--- src/rtl/imd_pkg.sv ---
package imd_pkg;

  localparam int COUNT_WIDTH = 24;
  localparam logic [COUNT_WIDTH-1:0] COUNT_MAX = {COUNT_WIDTH{1'b1}};

  localparam int WIN_BYTES = 12;
  localparam logic [WIN_BYTES*8-1:0] TAG_TEXT = "icy-metaint:";
  localparam logic [31:0] BLANK_LINE = 32'h0D0A_0D0A;

  localparam logic [7:0] CHAR_QUOTE = 8'h27;
  localparam logic [7:0] CHAR_SEMI  = 8'h3B;
  localparam logic [7:0] CHAR_SPACE = 8'h20;
  localparam logic [7:0] CHAR_ZERO  = 8'h30;
  localparam logic [7:0] CHAR_NINE  = 8'h39;

  localparam int META_WIDTH = 12;

  localparam int QUEUE_DEPTH = 4;
  localparam int QPTR_WIDTH  = $clog2(QUEUE_DEPTH);
  localparam int QCNT_WIDTH  = $clog2(QUEUE_DEPTH + 1);

  typedef enum logic [1:0] {
    PH_HEADER = 2'd0,
    PH_AUDIO  = 2'd1,
    PH_META   = 2'd2
  } phase_t;

  typedef enum logic [1:0] {
    DM_IDLE   = 2'd0,
    DM_SPACES = 2'd1,
    DM_DIGITS = 2'd2
  } digit_mode_t;

  typedef enum logic [1:0] {
    TP_WAIT = 2'd0,
    TP_IN   = 2'd1,
    TP_DONE = 2'd2
  } title_phase_t;

  typedef enum logic [1:0] {
    KIND_AUDIO = 2'd0,
    KIND_TITLE = 2'd1,
    KIND_END   = 2'd2
  } kind_t;

  typedef struct packed {
    logic [7:0] out_byte;
    kind_t      kind;
  } res_t;

  typedef struct packed {
    logic [1:0] n;
    res_t       r0;
    res_t       r1;
  } push_t;

endpackage

--- src/rtl/imd_if.sv ---
interface imd_in_if;
  logic       valid;
  logic       ready;
  logic [7:0] data_byte;

  modport source (output valid, output data_byte, input ready);
  modport sink (input valid, input data_byte, output ready);
endinterface

interface imd_out_if;
  logic       valid;
  logic       ready;
  logic [7:0] out_byte;
  logic [1:0] kind;

  modport source (output valid, output out_byte, output kind, input ready);
  modport sink (input valid, input out_byte, input kind, output ready);
endinterface

--- src/rtl/imd_front.sv ---
module imd_front import imd_pkg::*; (
  input  logic          clk,
  input  logic          rst_n,
  imd_in_if.sink        in_ch,
  input  logic          room,
  output push_t         push
);

  phase_t                    phase_r, phase_nxt;
  logic [WIN_BYTES*8-1:0]    win_r, win_nxt;
  digit_mode_t               dmode_r, dmode_nxt;
  logic [COUNT_WIDTH-1:0]    interval_r, interval_nxt;
  logic [COUNT_WIDTH-1:0]    audio_left_r, audio_left_nxt;
  logic [META_WIDTH-1:0]     meta_left_r, meta_left_nxt;
  title_phase_t              title_r, title_nxt;
  logic                      qheld_r, qheld_nxt;

  logic                      accept;
  logic [7:0]                b;
  logic [COUNT_WIDTH+3:0]    tenfold;
  logic                      last;

  assign in_ch.ready = room;
  assign accept      = in_ch.valid && room;
  assign b           = in_ch.data_byte;

  assign tenfold = {1'b0, interval_r, 3'b000} + {3'b000, interval_r, 1'b0}
                 + {{(COUNT_WIDTH-4){1'b0}}, (b - CHAR_ZERO)};
  assign last    = (meta_left_r - {{(META_WIDTH-1){1'b0}}, 1'b1}) == '0;

  always_comb begin
    phase_nxt      = phase_r;
    win_nxt        = win_r;
    dmode_nxt      = dmode_r;
    interval_nxt   = interval_r;
    audio_left_nxt = audio_left_r;
    meta_left_nxt  = meta_left_r;
    title_nxt      = title_r;
    qheld_nxt      = qheld_r;
    push           = '0;
    push.r0.kind   = KIND_AUDIO;
    push.r1.kind   = KIND_AUDIO;
    if (accept) begin
      unique case (phase_r)
        PH_HEADER: begin
          if (dmode_r == DM_SPACES && b == CHAR_SPACE) begin
            dmode_nxt = DM_SPACES;
          end else if (dmode_r != DM_IDLE && b >= CHAR_ZERO && b <= CHAR_NINE) begin
            interval_nxt = (tenfold[COUNT_WIDTH+3:COUNT_WIDTH] != 4'd0) ? COUNT_MAX
                         : tenfold[COUNT_WIDTH-1:0];
            dmode_nxt    = DM_DIGITS;
          end else begin
            dmode_nxt = DM_IDLE;
          end
          win_nxt = {win_r[WIN_BYTES*8-9:0], b};
          if (win_nxt == TAG_TEXT) begin
            interval_nxt = '0;
            dmode_nxt    = DM_SPACES;
          end
          if (win_nxt[31:0] == BLANK_LINE) begin
            phase_nxt      = PH_AUDIO;
            dmode_nxt      = DM_IDLE;
            audio_left_nxt = interval_nxt;
          end
        end
        PH_META: begin
          meta_left_nxt = meta_left_r - {{(META_WIDTH-1){1'b0}}, 1'b1};
          case (title_r)
            TP_WAIT: begin
              if (b == CHAR_QUOTE) begin
                title_nxt = TP_IN;
              end
            end
            TP_IN: begin
              if (qheld_r && b == CHAR_SEMI) begin
                qheld_nxt       = 1'b0;
                title_nxt       = TP_DONE;
                push.n          = 2'd1;
                push.r0.kind    = KIND_END;
              end else if (last) begin
                qheld_nxt = 1'b0;
                title_nxt = TP_DONE;
                if (qheld_r) begin
                  push.n           = 2'd2;
                  push.r0.out_byte = CHAR_QUOTE;
                  push.r0.kind     = KIND_TITLE;
                  push.r1.kind     = KIND_END;
                end else begin
                  push.n       = 2'd1;
                  push.r0.kind = KIND_END;
                end
              end else begin
                qheld_nxt = (b == CHAR_QUOTE);
                if (qheld_r) begin
                  push.n           = 2'd1;
                  push.r0.out_byte = CHAR_QUOTE;
                  push.r0.kind     = KIND_TITLE;
                  if (b != CHAR_QUOTE) begin
                    push.n           = 2'd2;
                    push.r1.out_byte = b;
                    push.r1.kind     = KIND_TITLE;
                  end
                end else if (b != CHAR_QUOTE) begin
                  push.n           = 2'd1;
                  push.r0.out_byte = b;
                  push.r0.kind     = KIND_TITLE;
                end
              end
            end
            default: begin
            end
          endcase
          if (last) begin
            phase_nxt      = PH_AUDIO;
            audio_left_nxt = interval_r;
            title_nxt      = TP_WAIT;
            qheld_nxt      = 1'b0;
          end
        end
        default: begin
          if (interval_r == '0) begin
            push.n           = 2'd1;
            push.r0.out_byte = b;
          end else if (audio_left_r != '0) begin
            audio_left_nxt   = audio_left_r - {{(COUNT_WIDTH-1){1'b0}}, 1'b1};
            push.n           = 2'd1;
            push.r0.out_byte = b;
          end else begin
            meta_left_nxt = {b, 4'b0000};
            if (b == 8'd0) begin
              audio_left_nxt = interval_r;
            end else begin
              phase_nxt = PH_META;
              title_nxt = TP_WAIT;
              qheld_nxt = 1'b0;
            end
          end
        end
      endcase
    end
  end

  always_ff @(posedge clk) begin
    if (!rst_n) begin
      phase_r      <= PH_HEADER;
      win_r        <= '0;
      dmode_r      <= DM_IDLE;
      interval_r   <= '0;
      audio_left_r <= '0;
      meta_left_r  <= '0;
      title_r      <= TP_WAIT;
      qheld_r      <= 1'b0;
    end else begin
      phase_r      <= phase_nxt;
      win_r        <= win_nxt;
      dmode_r      <= dmode_nxt;
      interval_r   <= interval_nxt;
      audio_left_r <= audio_left_nxt;
      meta_left_r  <= meta_left_nxt;
      title_r      <= title_nxt;
      qheld_r      <= qheld_nxt;
    end
  end

  // Header bytes never produce a transfer on the result side.
  a_header_silent: assert property (@(posedge clk) disable iff (!rst_n)
    (phase_r == PH_HEADER) |-> (push.n == 2'd0))
    else $error("header byte produced a result");

  // A metadata body is never entered with nothing left in it.
  a_meta_nonzero: assert property (@(posedge clk) disable iff (!rst_n)
    (phase_r == PH_META) |-> (meta_left_r != '0))
    else $error("metadata phase with empty block");

  // Audio results only come from the audio phase.
  a_audio_source: assert property (@(posedge clk) disable iff (!rst_n)
    (push.n != 2'd0 && push.r0.kind == KIND_AUDIO) |-> (phase_r == PH_AUDIO))
    else $error("audio result outside audio phase");

endmodule

--- src/rtl/imd_queue.sv ---
module imd_queue import imd_pkg::*; (
  input  logic   clk,
  input  logic   rst_n,
  input  push_t  push,
  output logic   room,
  output logic   head_valid,
  output res_t   head,
  input  logic   pop
);

  res_t                  mem_r [QUEUE_DEPTH];
  logic [QPTR_WIDTH-1:0] wp_r, wp_nxt;
  logic [QPTR_WIDTH-1:0] rp_r, rp_nxt;
  logic [QCNT_WIDTH-1:0] count_r, count_nxt;
  logic [QPTR_WIDTH-1:0] wp_next_slot;

  assign room         = count_r <= QCNT_WIDTH'(QUEUE_DEPTH - 2);
  assign head_valid   = count_r != '0;
  assign head         = mem_r[rp_r];
  assign wp_next_slot = wp_r + {{(QPTR_WIDTH-1){1'b0}}, 1'b1};

  always_comb begin
    wp_nxt    = wp_r + QPTR_WIDTH'(push.n);
    rp_nxt    = rp_r + {{(QPTR_WIDTH-1){1'b0}}, pop};
    count_nxt = count_r + QCNT_WIDTH'(push.n) - {{(QCNT_WIDTH-1){1'b0}}, pop};
  end

  always_ff @(posedge clk) begin
    if (push.n != 2'd0) begin
      mem_r[wp_r] <= push.r0;
    end
    if (push.n == 2'd2) begin
      mem_r[wp_next_slot] <= push.r1;
    end
  end

  always_ff @(posedge clk) begin
    if (!rst_n) begin
      wp_r    <= '0;
      rp_r    <= '0;
      count_r <= '0;
    end else begin
      wp_r    <= wp_nxt;
      rp_r    <= rp_nxt;
      count_r <= count_nxt;
    end
  end

  a_count_bound: assert property (@(posedge clk) disable iff (!rst_n)
    count_r <= QCNT_WIDTH'(QUEUE_DEPTH))
    else $error("queue count above depth");

  a_no_underflow: assert property (@(posedge clk) disable iff (!rst_n)
    pop |-> head_valid)
    else $error("pop from empty queue");

  a_pointer_gap: assert property (@(posedge clk) disable iff (!rst_n)
    (count_r != QCNT_WIDTH'(QUEUE_DEPTH)) |->
      (QCNT_WIDTH'(QPTR_WIDTH'(wp_r - rp_r)) == count_r))
    else $error("queue pointers disagree with count");

endmodule

--- src/rtl/imd_back.sv ---
module imd_back import imd_pkg::*; (
  input  logic      clk,
  input  logic      rst_n,
  input  logic      head_valid,
  input  res_t      head,
  output logic      pop,
  imd_out_if.source out_ch
);

  logic       valid_r, valid_nxt;
  res_t       res_r, res_nxt;

  assign pop = head_valid && (!valid_r || out_ch.ready);

  always_comb begin
    valid_nxt = valid_r;
    res_nxt   = res_r;
    if (pop) begin
      valid_nxt = 1'b1;
      res_nxt   = head;
    end else if (out_ch.ready) begin
      valid_nxt = 1'b0;
    end
  end

  always_ff @(posedge clk) begin
    if (!rst_n) begin
      valid_r <= 1'b0;
    end else begin
      valid_r <= valid_nxt;
    end
  end

  always_ff @(posedge clk) begin
    res_r <= res_nxt;
  end

  assign out_ch.valid    = valid_r;
  assign out_ch.out_byte = res_r.out_byte;
  assign out_ch.kind     = res_r.kind;

endmodule

--- src/rtl/icy_metadata_stream_demux.sv ---
// Splits a received radio stream, one byte per transfer, into audio bytes and
// title characters. Header bytes are parsed for the metadata interval and the
// blank line and give no result; each audio byte gives one result, and each
// metadata byte gives zero, one or two (a held quote and the next character,
// or a held quote and the end marker). The block takes one byte per cycle while
// its queue has room and sends at most one result per cycle from its output
// register, so a run of bytes that each yield two results is limited by the
// output side; a four-entry result queue between parser and output stage
// absorbs short bursts, and the input is held off while fewer than two queue
// entries are free. A result is written into the queue and then passes through
// the output register before it appears on the output.
module icy_metadata_stream_demux import imd_pkg::*; (
  input  logic       clk,
  input  logic       rst_n,
  imd_in_if.sink     in_ch,
  imd_out_if.source  out_ch
);

  push_t push;
  logic  room;
  logic  head_valid;
  res_t  head;
  logic  pop;

  imd_front u_front (
    .clk   (clk),
    .rst_n (rst_n),
    .in_ch (in_ch),
    .room  (room),
    .push  (push)
  );

  imd_queue u_queue (
    .clk        (clk),
    .rst_n      (rst_n),
    .push       (push),
    .room       (room),
    .head_valid (head_valid),
    .head       (head),
    .pop        (pop)
  );

  imd_back u_back (
    .clk        (clk),
    .rst_n      (rst_n),
    .head_valid (head_valid),
    .head       (head),
    .pop        (pop),
    .out_ch     (out_ch)
  );

endmodule
--- src/flat_wrapper.sv ---
// flat-port wrapper written by rule: the top's interface ports become plain ports
module icy_metadata_stream_demux_flat import imd_pkg::*;
  (clk, rst_n, in_ch_valid, in_ch_data_byte, in_ch_ready, out_ch_valid, out_ch_out_byte, out_ch_kind, out_ch_ready);
  imd_in_if in_ch_i ();
  imd_out_if out_ch_i ();
  input  logic clk;
  input  logic rst_n;
  input wire logic [$bits(in_ch_i.valid)-1:0] in_ch_valid;
  input wire logic [$bits(in_ch_i.data_byte)-1:0] in_ch_data_byte;
  output wire logic [$bits(in_ch_i.ready)-1:0] in_ch_ready;
  output wire logic [$bits(out_ch_i.valid)-1:0] out_ch_valid;
  output wire logic [$bits(out_ch_i.out_byte)-1:0] out_ch_out_byte;
  output wire logic [$bits(out_ch_i.kind)-1:0] out_ch_kind;
  input wire logic [$bits(out_ch_i.ready)-1:0] out_ch_ready;
  assign in_ch_i.valid = in_ch_valid;
  assign in_ch_i.data_byte = in_ch_data_byte;
  assign in_ch_ready = in_ch_i.ready;
  assign out_ch_valid = out_ch_i.valid;
  assign out_ch_out_byte = out_ch_i.out_byte;
  assign out_ch_kind = out_ch_i.kind;
  assign out_ch_i.ready = out_ch_ready;
  icy_metadata_stream_demux u_core (.clk(clk), .rst_n(rst_n), .in_ch(in_ch_i), .out_ch(out_ch_i));
endmodule
--- config.mk ---
export PLATFORM = sky130hd
export DESIGN_NAME = icy_metadata_stream_demux_flat
export DESIGN_NICKNAME = d
export VERILOG_FILES = /design/src/rtl/imd_pkg.sv /design/src/rtl/imd_if.sv /design/src/rtl/imd_front.sv /design/src/rtl/imd_queue.sv /design/src/rtl/imd_back.sv /design/src/rtl/icy_metadata_stream_demux.sv /design/src/flat_wrapper.sv
export SDC_FILE = /design/constraint.sdc
export NUM_CORES = 1
export LEC_CHECK = 0
export BUFFER_PORTS_ARGS = -buffer_cell sky130_fd_sc_hd__buf_2
export CAP_MARGIN = 20
export CORE_MARGIN = 2
export CORE_UTILIZATION = 35
export CTS_BUF_LIST = sky130_fd_sc_hd__clkbuf_16
export CTS_CLUSTER_DIAMETER = 200
export DETAILED_ROUTE_END_ITERATION = 10
export HOLD_SLACK_MARGIN = 0.1
export SYNTH_ARGS = -nofsm -noshare
export SYNTH_HDL_FRONTEND = slang
export SYNTH_SLANG_ARGS = --single-unit
--- constraint.sdc ---
create_clock -name clk -period 8.1 [get_ports clk]
set_clock_uncertainty 0.15 [all_clocks]
set_input_delay 1.62 -clock clk [delete_from_list [all_inputs] [get_ports clk]]
set_output_delay 1.62 -clock clk [all_outputs]
set_load 0.05 [all_outputs]
==> results of run 1 <==
## kinds of logic (layout without fill, tap and decap cells)
kind of cell	Yosys count	in the layout	share of synthesized area, %
DFF	213	213	38.8
and+or+nand+nor	521	521	20.7
adders and majority gates	64	64	6.96
buffers and inverters	119	112	3.99
muxes	46	46	4.77
xor gates and xnor gates	51	51	3.64
AOI/OAI and AO/OA	385	385	21.1
## layout by cell type (no fill, tap or decap), types with 33 or more instances in the layout
master    count
a21boi_0    106
o211ai_1     33
nor2_1       88
nand2_1     265
ha_1         57
dfxtp_1     163
o21ai_0      65
mux2i_1      36
edfxtp_1     50
a21oi_1      72
inv_1        35
## sequential cells by signal, indices dropped and copies added (netlist names)
signal	cells
u_core.u_back.out_ch.kind	2
u_core.u_back.out_ch.out_byte	8
u_core.u_back.out_ch.valid	1
u_core.u_front.audio_left_r	24
u_core.u_front.dmode_r	2
u_core.u_front.interval_r	24
u_core.u_front.meta_left_r	12
u_core.u_front.phase_r	2
u_core.u_front.qheld_r	1
u_core.u_front.title_r	2
u_core.u_front.win_r	88
u_core.u_queue.count_r	3
u_core.u_queue.mem_r	40
u_core.u_queue.rp_r	2
u_core.u_queue.wp_r	2
## layout make-up
class | instances | area (sq um) | area share, %
inverter | 31 | 116 | 0.863
timing repair buffer | 37 | 223 | 1.65
clock inverter | 19 | 150 | 1.11
multi-input combinational | 1067 | 7030 | 52.2
tap | 455 | 569 | 4.22
sequential | 213 | 4760 | 35.3
clock buffer | 25 | 626 | 4.64
## worst max-delay path: stages
cell	delay (ns)
buf_2	0.17
inv_1	0.13
ha_1	0.29
inv_1	0.05
fa_1	0.53
inv_1	0.04
ha_1	0.34
o21ai_0	0.10
o21bai_1	0.10
a31oi_1	0.33
nand2_1	0.20
a211oi_1	0.50
nor3_1	0.10
or4_1	0.92
nor2_1	0.54
a21oi_1	0.14
## how the worst max path moves through the flow
stage | from | endpoint | slack [ns] | cells past startpoint
floorplan | in_ch_data_byte[6] | u_core.u_front.interval_r[0] | 2.76 | 15
global placement | in_ch_data_byte[4] | u_core.u_front.interval_r[3] | 1.80 | 16
detailed placement | in_ch_data_byte[4] | u_core.u_front.interval_r[1] | 1.73 | 16
CTS | in_ch_data_byte[4] | u_core.u_front.interval_r[1] | 2.27 | 16
global route | in_ch_data_byte[5] | u_core.u_front.interval_r[22] | 1.90 | 14
finish | in_ch_data_byte[4] | u_core.u_front.interval_r[22] | 2.23 | 16
## through the flow
stage / instances / util [%] / setup slack [ns]
3_3_place_gp: 1801 / 36.7 / 1.80
5_1_grt: 1847 / 39.0 / 1.90
3_5_place_dp: 1801 / 36.7 / 1.73
2_1_floorplan: 1399 / - / 2.76
6_report: 1847 / 39.0 / 2.23
4_1_cts: 1845 / 39.0 / 2.27
## where the power goes
group          total [mW]  switching, mW  internal (mW)
Combinational       0.400          0.290          0.110
Clock                1.07          0.448          0.624
Sequential           1.18         0.0437           1.14
Total                2.65          0.782           1.87
## cell usage after synthesis (all sizes together), types with 8 or more instances
| cell type | count | area, sq um |
|---|---|---|
| a21oi | 72 | 360 |
| buf | 21 | 121 |
| clkbuf | 67 | 251 |
| dfxtp | 163 | 3260 |
| a221oi | 13 | 120 |
| o211ai | 33 | 248 |
| edfxtp | 50 | 1500 |
| and2 | 12 | 75.1 |
| nand3 | 21 | 110 |
| ha | 57 | 713 |
| nor3 | 26 | 146 |
| inv | 30 | 113 |
| mux4 | 10 | 225 |
| o21bai | 10 | 75.1 |
| a21o | 8 | 60.1 |
| a21boi | 110 | 826 |
| xnor2 | 31 | 272 |
| nand2b | 11 | 68.8 |
| o21a | 9 | 68.8 |
| nand2 | 266 | 998 |
| xor2 | 20 | 175 |
| a211oi | 8 | 60.1 |
| nor4 | 22 | 180 |
| mux2i | 36 | 360 |
| nand4 | 12 | 105 |
| nor2 | 90 | 343 |
| a31oi | 10 | 62.6 |
| nor2b | 9 | 56.3 |
| o21ai | 75 | 375 |
## routing by layer
layer | vias to the layer above | routed length [microns]
met5 | - | 13
met2 | 282 | 15300
li1 | 4992 | -
met1 | 4908 | 14700
met3 | 53 | 1680
met4 | 2 | 691
==> parameters.txt, run 1 <==
Parameter                              Value

Finish
  Number of nets at the end of the flow ... 1450
  Area growth from synthesis to layout ... 9.88%
  Number of antenna diodes ... 0
  Final std cell area, no fill ... 13500 sq um
  Layout cell share with drive strength beyond 1 ... 7.69%
  Count of fill cells added during filler insertion ... 3508

Setup path
  Critical Path RT ... 8.34 ns
  Cell count of the worst reg-to-reg path ... 13
  CP Data Arrival Time ... 6.11 ns
  Worst-case register-to-register setup slack ... 3.31 ns
  Path type of the worst setup path ... in2reg
  Largest fanout on the critical path ... 24
  Kind of end point of the critical path ... flop
  Critical R2R Capture ... u_core.u_front.interval_r[22]
  Reg2Reg Launch Point ... u_core.u_front.interval_r[2]
  Startpoint class of the critical path ... primary input

Global route
  Met1 global-route usage ... 23.7%
  Grt met3 use ... 2.50%
  Remaining Overflow, GRT ... 0
  Maximum number of pins on one net before global-route repair ... 104
  First-pass GRT wire length ... 52.7 mm
  Number of global-route vias before repair ... 9846
  Overall Global Routing Usage ... 17.7%
  Busiest grt layer ... met2
  GR met2 Demand/Resource ... 29.9%
  Antenna violations before repair ... 1

Routing
  First-pass iteration count of the detailed router ... 5
  Number of vias per cell ... 5.54
  Vias ... 10200
  Iteration-0 DRC Markers ... 867
  Count of unresolved DRC violations after routing ... 0
  Post-detailed-route count of antenna-violating nets ... 0
  Final Routed Wirelength ... 32.4 mm
  Routed length per instance ... 17.5 microns

Logic synthesis
  Mean instance size in the synthesized netlist ... 8.77 sq um
  Distinct cells, synth ... 80
  Yosys synthesis warning count ... 0
  Commonest register cell after synthesis ... dfxtp_1
  Post-synthesis instance total ... 1399
  Count of state elements after synthesis ... 213
  Share of synthesized registers carrying an async set or reset ... 0%
  Netlist area before placement ... 12300 sq um
  Number of synthesized flops with an enable pin ... 50
  Sequential element share of the synthesized area ... 38.8%
  Synth Net Count ... 1475

CTS
  Clock root buffer ... clkbuf_16
  Clock tree from TritonCTS ... done
  Post-CTS Resized ... 0
  Postcts setup bufs ... 0
  Clock latency on the worst-skew pair ... 0.53 ns
  CTS Hold Buffers Added ... 0
  Register clock-pin slew on the reported worst setup and hold paths ... 0.06 ns
  Clock buffer depth ... 3
  Number of clock sinks seen by CTS ... 213
  H-tree depth reported by CTS ... 1
  TritonCTS Buffers ... 24

Pwr
  P_leak ... 5.13 nW
  Power after layout ... 2.65 mW
  Maximum resistive drop on vdd ... 0.197 mV
  Total power density per cell area ... 197 nW/um^2

Floorplanning
  Row count ... 68
  Chip width ... 191 microns
  Die Area ... 36600 sq um
  Starting utilization of the core area ... 35.5%
  I/O pin total ... 24
  Y dimension of the die ... 191 microns
  Placeable core region ... 34500 sq um

STA
  Hold Vio Cnt, Final ... 0
  Final setup violation count ... 0
  RSZ-0062 raised after global routing ... no
  Tcrit/Tclk final ... 72.5%
  Final min period ... 5.87 ns
  Worst Max-Slew Pin Slew ... 1.10 ns
  Max-slew violations ... 0
  Final sum of negative setup slack ... 0 ns
  Hold Worst Slack ... 0.313 ns
  Highest achievable clock rate ... 0.170 GHz
  Relative slew slack ... 26.8%

Place
  Port buffer count ... 23
  Post-detailed-placement half-perimeter wirelength ... 22.1 mm
  Routability congestion estimate from global placement ... 0.858
  Area after detailed placement ... 12700 sq um

Run
  Max-cap check violation count ... 0

Hold path
  Hold worst-path end ... u_core.u_front.win_r[80]
  Class of the most critical hold timing path ... reg2reg
  Min-delay src ... u_core.u_front.win_r[80]
  Cell depth of the worst min-delay path ... 2

Status
  Outcome ... finished clean
Note: power is estimated with default switching activity, not from simulation.
==> inputs of run 2 (changes only) <==
Clock period 8.1 ns to 5.7 ns, I/O delays scaled along.
==> parameters.txt, run 2 (synthesized netlist as in run 1, its figures left out) <==
Parameter                              Value

Pwr
  Power after layout ... 3.76 mW
  Internal power ... 2.65 mW
  Clk pwr share ... 40.3%
  P_leak ... 5.14 nW
  Maximum resistive drop on vdd ... 0.272 mV
  Total power density per cell area ... 278 nW/um^2
  Switching component of the power ... 1.10 mW
  Logic gate share of total power ... 14.9%
  Switching portion of total power ... 29.4%
  Register share of total power ... 44.7%

Finish
  Non-Filler Instances ... 1850
  Registers with the highest flip-flop counts ... u_core.u_front.win_r x88, u_core.u_queue.mem_r x40
  Area growth from synthesis to layout ... 10.0%
  Commonest cells after routing, fill and taps aside ... nand2_1, dfxtp_1, a21boi_0
  Most common cell after layout, fill and taps aside ... nand2_1
  Number of nets at the end of the flow ... 1454
  Register with the highest flop count ... u_core.u_front.win_r
  Layout cell share with drive strength beyond 1 ... 8.03%
  Largest register FFs ... 88
  Number of antenna diodes ... 0

STA
  Max-slew violations ... 0
  Hold Vio Cnt, Final ... 0
  RSZ-0062 raised after global routing ... no
  Final setup violation count ... 0
  Tcrit/Tclk final ... 88.0%
  Highest achievable clock rate ... 0.199 GHz
  Final min period ... 5.02 ns
  Relative slew slack ... 23.8%
  Final sum of negative setup slack ... 0 ns
  Worst Max-Slew Pin Slew ... 1.14 ns

Setup path
  Path type of the worst setup path ... in2reg
  CP Data Arrival Time ... 5.29 ns
  Critical Path RT ... 5.97 ns
  Cell count of the worst reg-to-reg path ... 17
  Startpoint class of the critical path ... primary input
  Critical path buffer and inverter count ... 1
  Worst-case register-to-register setup slack ... 1.32 ns
  Kind of end point of the critical path ... flop
  Dominant delay contributor by cell family on the critical path ... compound AO/OA/AOI/OAI gates
  Crit-path max cell delay ... 0.71 ns
  Worst-path cell with the longest stage delay ... or4_1
  Critical R2R Capture ... u_core.u_queue.count_r[2]
  Chain of cells forming the critical path ... buf_2 > a21oi_1 > xor2_1 > fa_1 > ha_1 > a211oi_1 > nor3_1 > a31oi_1 > nand2_1 > a211oi_1 > nor3_1 > or4_1 > or2_1 > o221a_1
  Reg2Reg Launch Point ... u_core.u_front.meta_left_r[0]
  Largest fanout on the critical path ... 10

Global route
  Antenna violations before repair ... 1
  Remaining Overflow, GRT ... 0
  First-pass GRT wire length ... 52.2 mm
  Overall Global Routing Usage ... 17.5%
  GR met2 Demand/Resource ... 29.8%
  Busiest grt layer ... met2
  Met1 global-route usage ... 23.5%
  Maximum number of pins on one net before global-route repair ... 97
  Number of global-route vias before repair ... 9679
  Grt met3 use ... 2.28%

Routing
  Vias ... 10200
  Routed length per instance ... 17.2 microns
  Count of unresolved DRC violations after routing ... 0
  Final Routed Wirelength ... 31.9 mm
  Post-detailed-route count of antenna-violating nets ... 0
  Number of vias per cell ... 5.52
  First-pass iteration count of the detailed router ... 6
  Iteration-0 DRC Markers ... 946

Floorplanning
  I/O pin total ... 24
  Row count ... 68
  Chip width ... 191 microns
  Y dimension of the die ... 191 microns
  Placeable core region ... 34500 sq um
  Starting utilization of the core area ... 35.5%
  Die Area ... 36600 sq um

Place
  Post-detailed-placement half-perimeter wirelength ... 22.0 mm
  Routability congestion estimate from global placement ... 0.868
  Number of cells after detailed placement ... 1808
  Port buffer count ... 23

CTS
  Post-CTS Resized ... 0
  Number of clock sinks seen by CTS ... 213
  Clock buffer depth ... 3
  Clock root buffer ... clkbuf_16
  Postcts setup bufs ... 0
  H-tree depth reported by CTS ... 1
  Register clock-pin slew on the reported worst setup and hold paths ... 0.06 ns
  CTS Hold Buffers Added ... 0
  Clock latency on the worst-skew pair ... 0.53 ns
  Clock tree from TritonCTS ... done
  TritonCTS Buffers ... 23

Hold path
  Min-delay src ... u_core.u_front.win_r[86]
  Class of the most critical hold timing path ... reg2reg
  Hold worst-path end ... u_core.u_front.win_r[86]
  Cell depth of the worst min-delay path ... 2

Status
  Outcome ... finished clean

Run
  Max-cap check violation count ... 0
## run 2: final cells by class
type                            count  area [sq um]
Fill cell                        3490         21000
Timing Repair Buffer               42           260
Sequential cell                   213          4760
Clock inverter                     19           180
Clock buffer                       23           576
Multi-Input combinational cell   1067          7030
Inverter                           31           116
Tap cell                          455           569
## run 2: power groups by stage
stage | Clock, mW | Sequential, mW | Combinational [mW]
floorplan | 0 | 1.80 | 0.336
global placement | 0 | 1.71 | 0.564
detailed placement | 0 | 1.72 | 0.567
CTS | 1.55 | 1.68 | 0.569
global route | 1.61 | 1.69 | 0.619
finish | 1.52 | 1.68 | 0.560
## run 2: worst register-to-register path: cells and delay by family, from the launching register on
family / cells / cell delay [ns]
adder cells (fa/ha/maj): 4 / 1.17
XOR/XNOR: 2 / 0.28
AO/OA/AOI/OAI: 2 / 0.62
flip-flops: 1 / 0.40
AND/OR/NAND/NOR: 4 / 1.08
buffers and inverters: 4 / 0.44
multiplexers: 1 / 0.13
## run 2: how the worst max path moves through the flow
stage,startpoint,to,cells past startpoint
4_1_cts,in_ch_data_byte[5],u_core.u_front.interval_r[3],14
6_report,in_ch_data_byte[5],u_core.u_front.interval_r[3],14
3_3_place_gp,in_ch_data_byte[5],u_core.u_front.interval_r[1],14
3_5_place_dp,in_ch_data_byte[5],u_core.u_front.interval_r[3],14
2_1_floorplan,in_ch_data_byte[6],u_core.u_front.interval_r[3],15
5_1_grt,in_ch_data_byte[5],u_core.u_front.interval_r[13],14
## run 2: metal layers
metal  up-vias  wire length (microns)
li1       4985                      -
met1      4907                  14400
met2       267                  15100
met3        44                   1750
met4         2                    562
met5         -                     13
## run 2: per-stage QoR
stage / cell area (sq um) / worst slack (ns) / util, % / hold WS (ns)
5_1_grt: 13500 / 0.336 / 39.1 / 0.340
2_1_floorplan: 12300 / 0.843 / - / 0.288
3_3_place_gp: 12700 / 0.296 / 36.9 / 0.303
4_1_cts: 13500 / 0.761 / 39.1 / 0.318
3_5_place_dp: 12700 / 0.221 / 36.9 / 0.308
6_report: 13500 / 0.682 / 39.1 / 0.312
==> inputs of run 3 (changes only) <==
Settings changed: CORE_ASPECT_RATIO from default to 1.4.
==> parameters.txt, run 3 (synthesized netlist as in run 1, its figures left out) <==
Parameter                              Value

Status
  Outcome ... finished clean

Run
  Max-cap check violation count ... 0

CTS
  Clock root buffer ... clkbuf_16
  H-tree depth reported by CTS ... 1
  Register clock-pin slew on the reported worst setup and hold paths ... 0.06 ns
  CTS Hold Buffers Added ... 0
  Post-CTS Resized ... 0
  Postcts setup bufs ... 0
  Clock buffer depth ... 3
  TritonCTS Buffers ... 21
  Clock tree from TritonCTS ... done
  Number of clock sinks seen by CTS ... 213
  Clock latency on the worst-skew pair ... 0.52 ns

Setup path
  Chain of cells forming the critical path ... buf_2 > inv_1 > ha_1 > inv_1 > fa_1 > inv_1 > ha_1 > o21ai_0 > o21bai_1 > o21ai_1 > o21ai_0 > a31oi_1 > xnor2_1 > or4_1 > buf_4 > nor2_1 > a21oi_1
  Dominant delay contributor by cell family on the critical path ... compound AO/OA/AOI/OAI gates
  Path type of the worst setup path ... in2reg
  Most used cell, CP ... inv_1
  Largest fanout on the critical path ... 13
  Kind of end point of the critical path ... flop
  Critical path buffer and inverter count ... 5
  Critical Path RT ... 5.93 ns
  CP Data Arrival Time ... 5.22 ns
  Cell count of the worst reg-to-reg path ... 12
  Worst-path cell with the longest stage delay ... or4_1
  Levels on crit path ... 17
  Startpoint class of the critical path ... primary input
  Crit-path max cell delay ... 0.61 ns

Place
  Routability congestion estimate from global placement ... 0.868
  Area after detailed placement ... 12800 sq um
  Post-detailed-placement half-perimeter wirelength ... 23.7 mm
  Port buffer count ... 23
  Number of cells after detailed placement ... 1809
  Pre-CTS setup slack ... 0.224 ns

Floorplanning
  Row count ... 81
  Y dimension of the die ... 226 microns
  Chip width ... 162 microns
  I/O pin total ... 24
  Die Area ... 36600 sq um
  Starting utilization of the core area ... 35.3%
  Placeable core region ... 34800 sq um

Finish
  Final std cell area, no fill ... 13300 sq um
  Area growth from synthesis to layout ... 8.81%
  Register with the highest flop count ... u_core.u_front.win_r
  Largest register FFs ... 88
  Number of nets at the end of the flow ... 1452
  Number of antenna diodes ... 0
  Registers with the highest flip-flop counts ... u_core.u_front.win_r x88, u_core.u_queue.mem_r x40
  Non-Filler Instances ... 1846
  Post-layout utilization of the core ... 38.4%
  Layout cell share with drive strength beyond 1 ... 7.19%
  Most common cell after layout, fill and taps aside ... nand2_1
  Commonest cells after routing, fill and taps aside ... nand2_1, dfxtp_1, a21boi_0

STA
  Highest achievable clock rate ... 0.200 GHz
  RSZ-0062 raised after global routing ... no
  Tcrit/Tclk final ... 87.7%
  Final sum of negative setup slack ... 0 ns
  Max-slew violations ... 0
  Hold Worst Slack ... 0.308 ns
  Hold Vio Cnt, Final ... 0
  Setup ws final ... 0.703 ns
  Worst Max-Slew Pin Slew ... 1.05 ns
  Final setup violation count ... 0
  Relative slew slack ... 30.1%
  Final min period ... 5.00 ns

Routing
  Post-detailed-route count of antenna-violating nets ... 0
  Final Routed Wirelength ... 32.8 mm
  Iteration-0 DRC Markers ... 695
  Vias ... 10100
  Routed length per instance ... 17.8 microns
  Count of unresolved DRC violations after routing ... 0
  Number of vias per cell ... 5.47
  First-pass iteration count of the detailed router ... 5

Global route
  Maximum number of pins on one net before global-route repair ... 100
  Number of global-route vias before repair ... 10200
  Overall Global Routing Usage ... 18.1%
  Antenna violations before repair ... 1
  First-pass GRT wire length ... 53.8 mm
  Remaining Overflow, GRT ... 0

Pwr
  P_leak ... 5.07 nW
  Power after layout ... 3.50 mW
  Total power density per cell area ... 262 nW/um^2
  Maximum resistive drop on vdd ... 0.247 mV

Hold path
  Class of the most critical hold timing path ... reg2reg
  Cell depth of the worst min-delay path ... 2
==> run 3: per-layer routing <==
| metal | vias up | GRT usage, % | routed length [microns] |
|---|---|---|---|
| met4 | 2 | 8.91 | 1550 |
| met3 | 98 | 1.97 | 913 |
| met5 | - | 0 | 14 |
| met1 | 4831 | 20.1 | 13100 |
| li1 | 4984 | - | - |
| met2 | 180 | 34.0 | 17200 |
==> run 3: where the power goes <==
part / switching [mW] / leakage (nW) / internal (mW)
clock network: 0.593 / 0.322 / 0.667
registers: 0.0600 / 1.83 / 1.62
logic: 0.411 / 2.93 / 0.156
==> run 3: area by class of cell <==
type	count	area, sq um
tap	456	571
sequential	213	4760
fill	3503	21400
inverter	31	116
timing repair buffer	42	273
multi-input combinational	1067	7030
clock inverter	16	67.6
clock buffer	21	526
==> run 3: final timing paths <==
kind | from | end | slack [ns]
max | in_ch_data_byte[4] | u_core.u_front.interval_r[21] | 0.70
min | u_core.u_front.win_r[86] | u_core.u_front.win_r[86] | 0.31
max reg2reg | u_core.u_front.interval_r[0] | u_core.u_front.interval_r[21] | 1.23
min reg2reg | u_core.u_front.win_r[86] | u_core.u_front.win_r[86] | 0.31
==> run 3: worst register-to-register path, cell delays in order (launching register included) <==
cell and delay [ns]:
dfxtp_1 0.53, fa_1 0.53, fa_1 0.51, a211oi_1 0.25, o21bai_1 0.16, o21ai_1 0.37, o21ai_0 0.18, a31oi_1 0.24
xnor2_1 0.08, or4_1 0.61, buf_4 0.24, nor2_1 0.35, a21oi_1 0.12
